## src/rtl/core/cmf_pkg.sv

```systemverilog
// Shared constants and types of the cross median filter.
package cmf_pkg;

  localparam int MAX_WIDTH  = 512;
  localparam int MAX_RADIUS = 5;

  localparam int PIXEL_W     = 8;
  localparam int CFG_DATA_W  = 10;
  localparam int CFG_INDEX_W = 2;
  localparam int ROW_W       = 10;
  localparam int RAD_W       = 3;

  localparam logic [CFG_INDEX_W-1:0] IDX_WIDTH  = 2'd0;
  localparam logic [CFG_INDEX_W-1:0] IDX_HEIGHT = 2'd1;
  localparam logic [CFG_INDEX_W-1:0] IDX_RADIUS = 2'd2;

  localparam logic [CFG_DATA_W-1:0] RESET_WIDTH  = 10'd256;
  localparam logic [CFG_DATA_W-1:0] RESET_HEIGHT = 10'd256;
  localparam logic [RAD_W-1:0]      RESET_RADIUS = 3'd2;

  localparam logic OP_PAD = 1'b1;

  typedef struct packed {
    logic valid;
    logic emit;
    logic frame_end;
  } cmf_ctl_t;

endpackage

```

## src/rtl/core/cmf_rank_select.sv

```systemverilog
// Two-stage rank computation and selection of the median of the cross window.
module cmf_rank_select #(
  parameter int MAX_RADIUS = cmf_pkg::MAX_RADIUS
) (
  input  logic                                        clk,
  input  logic                                        rst,
  input  logic                                        en,
  input  cmf_pkg::cmf_ctl_t                           in_ctl,
  input  logic [4*MAX_RADIUS+1:0][cmf_pkg::PIXEL_W-1:0] in_vals,
  input  logic [cmf_pkg::RAD_W-1:0]                   radius,
  output cmf_pkg::cmf_ctl_t                           out_ctl,
  output logic [cmf_pkg::PIXEL_W-1:0]                 median
);

  localparam int VN     = 4 * MAX_RADIUS + 2;
  localparam int RANK_W = $clog2(VN);

  cmf_pkg::cmf_ctl_t                       a_ctl;
  logic [VN-1:0][cmf_pkg::PIXEL_W-1:0]     a_vals;
  logic [cmf_pkg::RAD_W-1:0]               a_rad;
  cmf_pkg::cmf_ctl_t                       b_ctl;
  logic [VN-1:0][cmf_pkg::PIXEL_W-1:0]     b_vals;
  logic [VN-1:0][RANK_W-1:0]               b_rank;
  logic [cmf_pkg::RAD_W-1:0]               b_rad;
  logic [VN-1:0][RANK_W-1:0]               rank_next;
  logic [RANK_W-1:0]                       target;

  // Rank of each value: smaller values plus equal ones earlier in the list.
  always_comb begin
    logic [VN-1:0] lower;
    for (int i = 0; i < VN; i++) begin
      for (int j = 0; j < VN; j++) begin
        lower[j] = (j != i) && ((a_vals[j] < a_vals[i]) ||
                                ((a_vals[j] == a_vals[i]) && (j < i)));
      end
      rank_next[i] = RANK_W'($countones(lower));
    end
  end

  always_ff @(posedge clk) begin
    if (rst) begin
      a_ctl <= '0;
      b_ctl <= '0;
    end else if (en) begin
      a_ctl <= in_ctl;
      b_ctl <= a_ctl;
    end
  end

  always_ff @(posedge clk) begin
    if (en) begin
      a_vals <= in_vals;
      a_rad  <= radius;
      b_vals <= a_vals;
      b_rank <= rank_next;
      b_rad  <= a_rad;
    end
  end

  assign target = RANK_W'({b_rad, 1'b0});

  always_comb begin
    median = '0;
    for (int i = 0; i < VN; i++) begin
      if (b_rank[i] == target) begin
        median = b_vals[i];
      end
    end
  end

  assign out_ctl = b_ctl;

endmodule

```

## config.mk

```make
export PLATFORM = sky130hd
export DESIGN_NAME = cmf_rank_select
export DESIGN_NICKNAME = d
export VERILOG_FILES = /design/src/rtl/core/cmf_pkg.sv /design/src/rtl/core/cmf_rank_select.sv
export SDC_FILE = /design/constraint.sdc
export NUM_CORES = 2
export LEC_CHECK = 0
export ABC_AREA = 1
export BUFFER_PORTS_ARGS = -buffer_cell sky130_fd_sc_hd__clkbuf_2
export CAP_MARGIN = 0
export CORE_UTILIZATION = 35
export CTS_CLUSTER_DIAMETER = 60
export CTS_CLUSTER_SIZE = 14
export DETAILED_ROUTE_END_ITERATION = 8
export MAX_ROUTING_LAYER = met4
export SETUP_SLACK_MARGIN = 0.2
export SLEW_MARGIN = 20
export SYNTH_ARGS = -nofsm -noshare
export SYNTH_HDL_FRONTEND = slang
export SYNTH_SLANG_ARGS = --single-unit
```

## constraint.sdc

```tcl
create_clock -name clk -period 5.8 [get_ports clk]
set_clock_uncertainty 0.05 [all_clocks]
set_input_delay 1.16 -clock clk [delete_from_list [all_inputs] [get_ports clk]]
set_output_delay 1.16 -clock clk [all_outputs]
set_load 0.02 [all_outputs]
```

## Word-level counts from Yosys, hierarchy flattened

Index checks and enable logic that the tools add are counted.

- $lt $le $gt $ge: 462
- Reductions and logical operators: 231
- Add/subtract/negate cells: 440
- Equal/unequal tests: 253
- Multiplexer cells: 22

Operators by type and width:

| operator | number |
|---|---|
| 8-bit < comparator | 462 |
| 8-bit equality test | 231 |
| 1-bit by 1-bit adder with 2-bit output | 220 |
| 1-bit logical OR | 231 |
| 5-bit adder | 45 |
| 2-bit by 2-bit adder with 3-bit output | 68 |
| 8-bit two-way mux | 22 |
| 3-bit by 3-bit adder with 4-bit output | 33 |
| 5-bit by 4-bit equality test with 1-bit output | 22 |
| 5-bit by 4-bit adder with 5-bit output | 18 |
| 4-bit by 4-bit adder with 5-bit output | 16 |
| 3-bit by 2-bit adder with 4-bit output | 17 |
| 1-bit by 2-bit adder with 3-bit output | 9 |
| 2-bit by 1-bit adder with 3-bit output | 8 |
| 5-bit by 1-bit adder with 5-bit output | 4 |
| 1-bit by 5-bit adder with 5-bit output | 1 |
| 5-bit by 3-bit adder with 5-bit output | 1 |

- Input bits: 185
- Logic and storage cells: 1482
- Output and inout bits: 11
- Register bits after elaboration: 474

## Longest topological paths before layout

- Depth in word-level cells: 23
- Mapped depth: 29
- Mapped depth without buffers: 28

## Least setup slack after synthesis

OpenSTA, ideal clock, no wires.

- Kind: flip-flop to flip-flop
- Start: register a_vals[89] (netlist name)
- End: register b_rank[59] (netlist name), data pin
- Clock period less this slack: 5767 ps
- Data required time: 5491 ps
- Buffers on the path: 0
- Library setup time: 259 ps
- Arrival: 5458 ps
- Cell stages (with the launch flop): 21
- Setup slack: 33 ps
- Cell sequence: edfxtp_1 > inv_1 > ha_1 > a21oi_1 > nor2_1 > a211oi_1 > o221ai_1 > o21ai_0 > fa_1 > inv_1 > fa_1 > fa_1 > inv_1 > fa_1 > inv_1 > fa_1 > inv_1 > fa_1 > fa_1 > a21oi_1 > o21bai_1

RTL lines:

| element | RTL line | RTL |
|---|---|---|
| from (decl) | cmf_rank_select.sv:19 | `logic [VN-1:0][cmf_pkg::PIXEL_W-1:0] a_vals;` |
| from (signal assigned) | cmf_rank_select.sv:52 | `a_vals <= in_vals;` |
| to (signal assigned) | cmf_rank_select.sv:55 | `b_rank <= rank_next;` |
| to (decl) | cmf_rank_select.sv:23 | `logic [VN-1:0][RANK_W-1:0] b_rank;` |

==> impl_metrics.json <==
{
  "status": "complete, but fails checks",
  "violations": "negative setup slack",
  "worstMarginPinSlew_ns": 1.162,
  "start_util_pct": 35.36,
  "period_minus_slack_ns": 5.851,
  "async_flop_share_pct": 0,
  "drt-initial-drc-count": 7782,
  "clock_latency_ns": 0.76,
  "grt_antenna_before_repair": 27,
  "period_share_pct": 100.9,
  "finalWorstSetupSlack_ns": -0.05061,
  "finalSetupViolations": 4,
  "clk_pin_slew_ns": 0.06,
  "drc": 0,
  "grt_pass1_vias": 64790,
  "hold_buffers": 0,
  "power_uw": 48630,
  "ff2ff_setup_slack_ns": -0.05,
  "syn_area_per_cell_um2": 8.952,
  "die-area_um2": 199600,
  "ys_warn_count": 0,
  "place_hpwl_mm": 283.6,
  "max_cap_violations": 0,
  "cts-root-buf": "clkbuf_16",
  "final_hold_viol_count": 0,
  "synth_most_common_cell": "ha_1",
  "ys_seq_area_share_pct": 20.47,
  "grt_usage_pct": 37.10,
  "wl_per_cell_um": 31.08,
  "synth_cell_types": 58,
  "final_nets": 11780,
  "hold_class": "reg -> reg",
  "gp_congestion": 1.062,
  "cts_buffer_depth": 3,
  "worstSetupPathType": "reg -> reg",
  "leakagePower_uw": 0.04557,
  "cp-start-kind": "register",
  "postSynthCellCount": 7733,
  "fmax_ghz": 0.1709,
  "vias_per_cell": 5.778,
  "synth_commonest_cells": "ha_1, inv_1, nand2_1",
  "portBuffers": 195,
  "cts_tree": "yes",
  "power_density_nw_per_um2": 516.6,
  "final_layout_size_suffix_gt1_share_pct": 27.21,
  "cp_max_fo": 8,
  "drt-total-wl_mm": 371.6,
  "drt-pass1-iter-count": 8,
  "synth.area.top_cells": "ha_1, edfxtp_1, fa_1, inv_1, a21oi_1",
  "grt_pass1_wl_mm": 496.4,
  "grt_max_degree": 107,
  "cts_inserted_buffers": 75,
  "rsz0062_at_grt": "yes",
  "vias": 69080,
  "required_ns": 6.23,
  "syn2layout_area_growth_pct": 35.97,
  "ioPinCount": 196,
  "die_h_um": 446.7,
  "mappedNetlistArea_um2": 69230,
  "clock-sinks": 474,
  "core_area_um2": 195800,
  "yosysTopAreaCell": "ha_1",
  "peakVddDrop_uv": 922.9,
  "placedCellCount": 11480,
  "synth_fp_nets": 10270,
  "end_kind": "register",
  "slew_headroom_pct": 22.02,
  "synth_seq_cells": 474,
  "synth-edff-count": 468,
  "worstPathArrival_ns": 6.28,
  "die_w_um": 446.7,
  "grt_overflow": 0,
  "fin_cells": 11960,
  "synthFlopType": "edfxtp_1",
  "drv_slew": 0,
  "placementRows": 162,
  "antenna_left": 0,
  "htreeDepth": 3,
  "synth_top_area_share_pct": 36.55
}
==> where the power goes <==
group	leakage [µW]	switching [µW]	total [µW]	internal, µW
sequential	0.00464	297	6470	6180
combinational	0.0397	21300	37300	16000
clock	0.00126	2030	4850	2810
total	0.0456	23600	48600	25000
==> repair_timing <==
action | in CTS | in global routing
pin swaps | 261 | 322
buffers inserted | 154 | 148
endpoints found under the setup margin | 93 | 97
cloned | 5 | 8
resized for setup | 645 | 626
==> cells by family after synthesis <==
| kind of cell | after synthesis | synth area share, % |
|---|---|---|
| AOI/OAI and AO/OA | 1617 | 13.79 |
| adders and majority gates | 2352 | 46.09 |
| and+or+nand+nor | 1945 | 11.88 |
| buffers and inverters | 1296 | 7.150 |
| xor gates and xnor gates | 49 | 0.6199 |
| DFF | 474 | 20.47 |
==> worst max-delay path: stages (launching register included) <==
cell and delay, ns:
edfxtp_1 0.46, buf_12 0.20, ha_1 0.31, nand2_1 0.08, nor2_2 0.14, nand2_1 0.08, a32oi_2 0.31, inv_1 0.13
fa_1 0.54, buf_12 0.14, inv_4 0.03, fa_1 0.47, fa_1 0.51, inv_2 0.04, fa_1 0.51, inv_2 0.04
fa_1 0.51, inv_1 0.06, fa_2 0.36, fa_2 0.38, a21oi_2 0.14, o21bai_1 0.07
==> flip-flops by register name, indices dropped and copies added, names as in the netlist <==
register / flops
a_rad: 3
a_ctl: 3
b_rank: 110
a_vals: 176
b_vals: 176
out_ctl: 3
b_rad: 3
==> layer usage <==
layer / up-vias / wire length (µm) / track usage [%]
met5: - / 0 / -
met4: 0 / 34860 / 26.62
met3: 1281 / 40380 / 8.083
met2: 3911 / 151700 / 52.83
met1: 33430 / 144600 / 46.23
li1: 30460 / - / -
==> through the flow <==
step           setup TNS, ns  area [µm²]  setup WS, ns  hold slack [ns]  util (%)
3_3_place_gp          -8.769       83030       -0.6383           0.3530     42.40
4_1_cts             -0.03283       89950      -0.02706           0.3693     45.94
5_1_grt               -2.129       94110       -0.1769           0.3889     48.06
6_report             -0.1214       94130      -0.05061           0.3670     48.07
3_5_place_dp          -6.660       83070       -0.3967           0.3552     42.42
2_1_floorplan              0       69480        0.1736           0.3503         -
==> path summary, 6_finish.rpt <==
check                  startpoint              endpoint  cells after the start
max          a_vals[15]$_DFFE_PP_  b_rank[59]$_DFFE_PP_                     21
min            a_rad[0]$_DFFE_PP_    b_rad[0]$_DFFE_PP_                      0
max reg2reg  a_vals[15]$_DFFE_PP_  b_rank[59]$_DFFE_PP_                     21
min reg2reg    a_rad[0]$_DFFE_PP_    b_rad[0]$_DFFE_PP_                      0
==> final cells by class <==
| type | count | area, µm² |
|---|---|---|
| Antenna cell | 27 | 67.56 |
| Clock buffer | 83 | 1949 |
| Clock inverter | 53 | 654.4 |
| Fill cell | 18250 | 101700 |
| Inverter | 1272 | 4916 |
| Multi-Input combinational cell | 5963 | 54810 |
| Sequential cell | 474 | 14170 |
| Tap cell | 2624 | 3283 |
| Timing Repair Buffer | 1459 | 14270 |
| Timing Repair inverter | 1 | 3.754 |
==> layout by cell type, fill, tap and decap left out, types with 179 or more instances in the layout <==
cell type and count:
buf_12 229, inv_1 1108, o21ai_0 186, fa_1 254
edfxtp_1 468, nand2_1 1003, nor2_1 295, ha_1 1900
buf_4 881, clkbuf_2 186, a21oi_1 795, nand3_1 179
No activity file was read; power rests on OpenSTA's default activity.
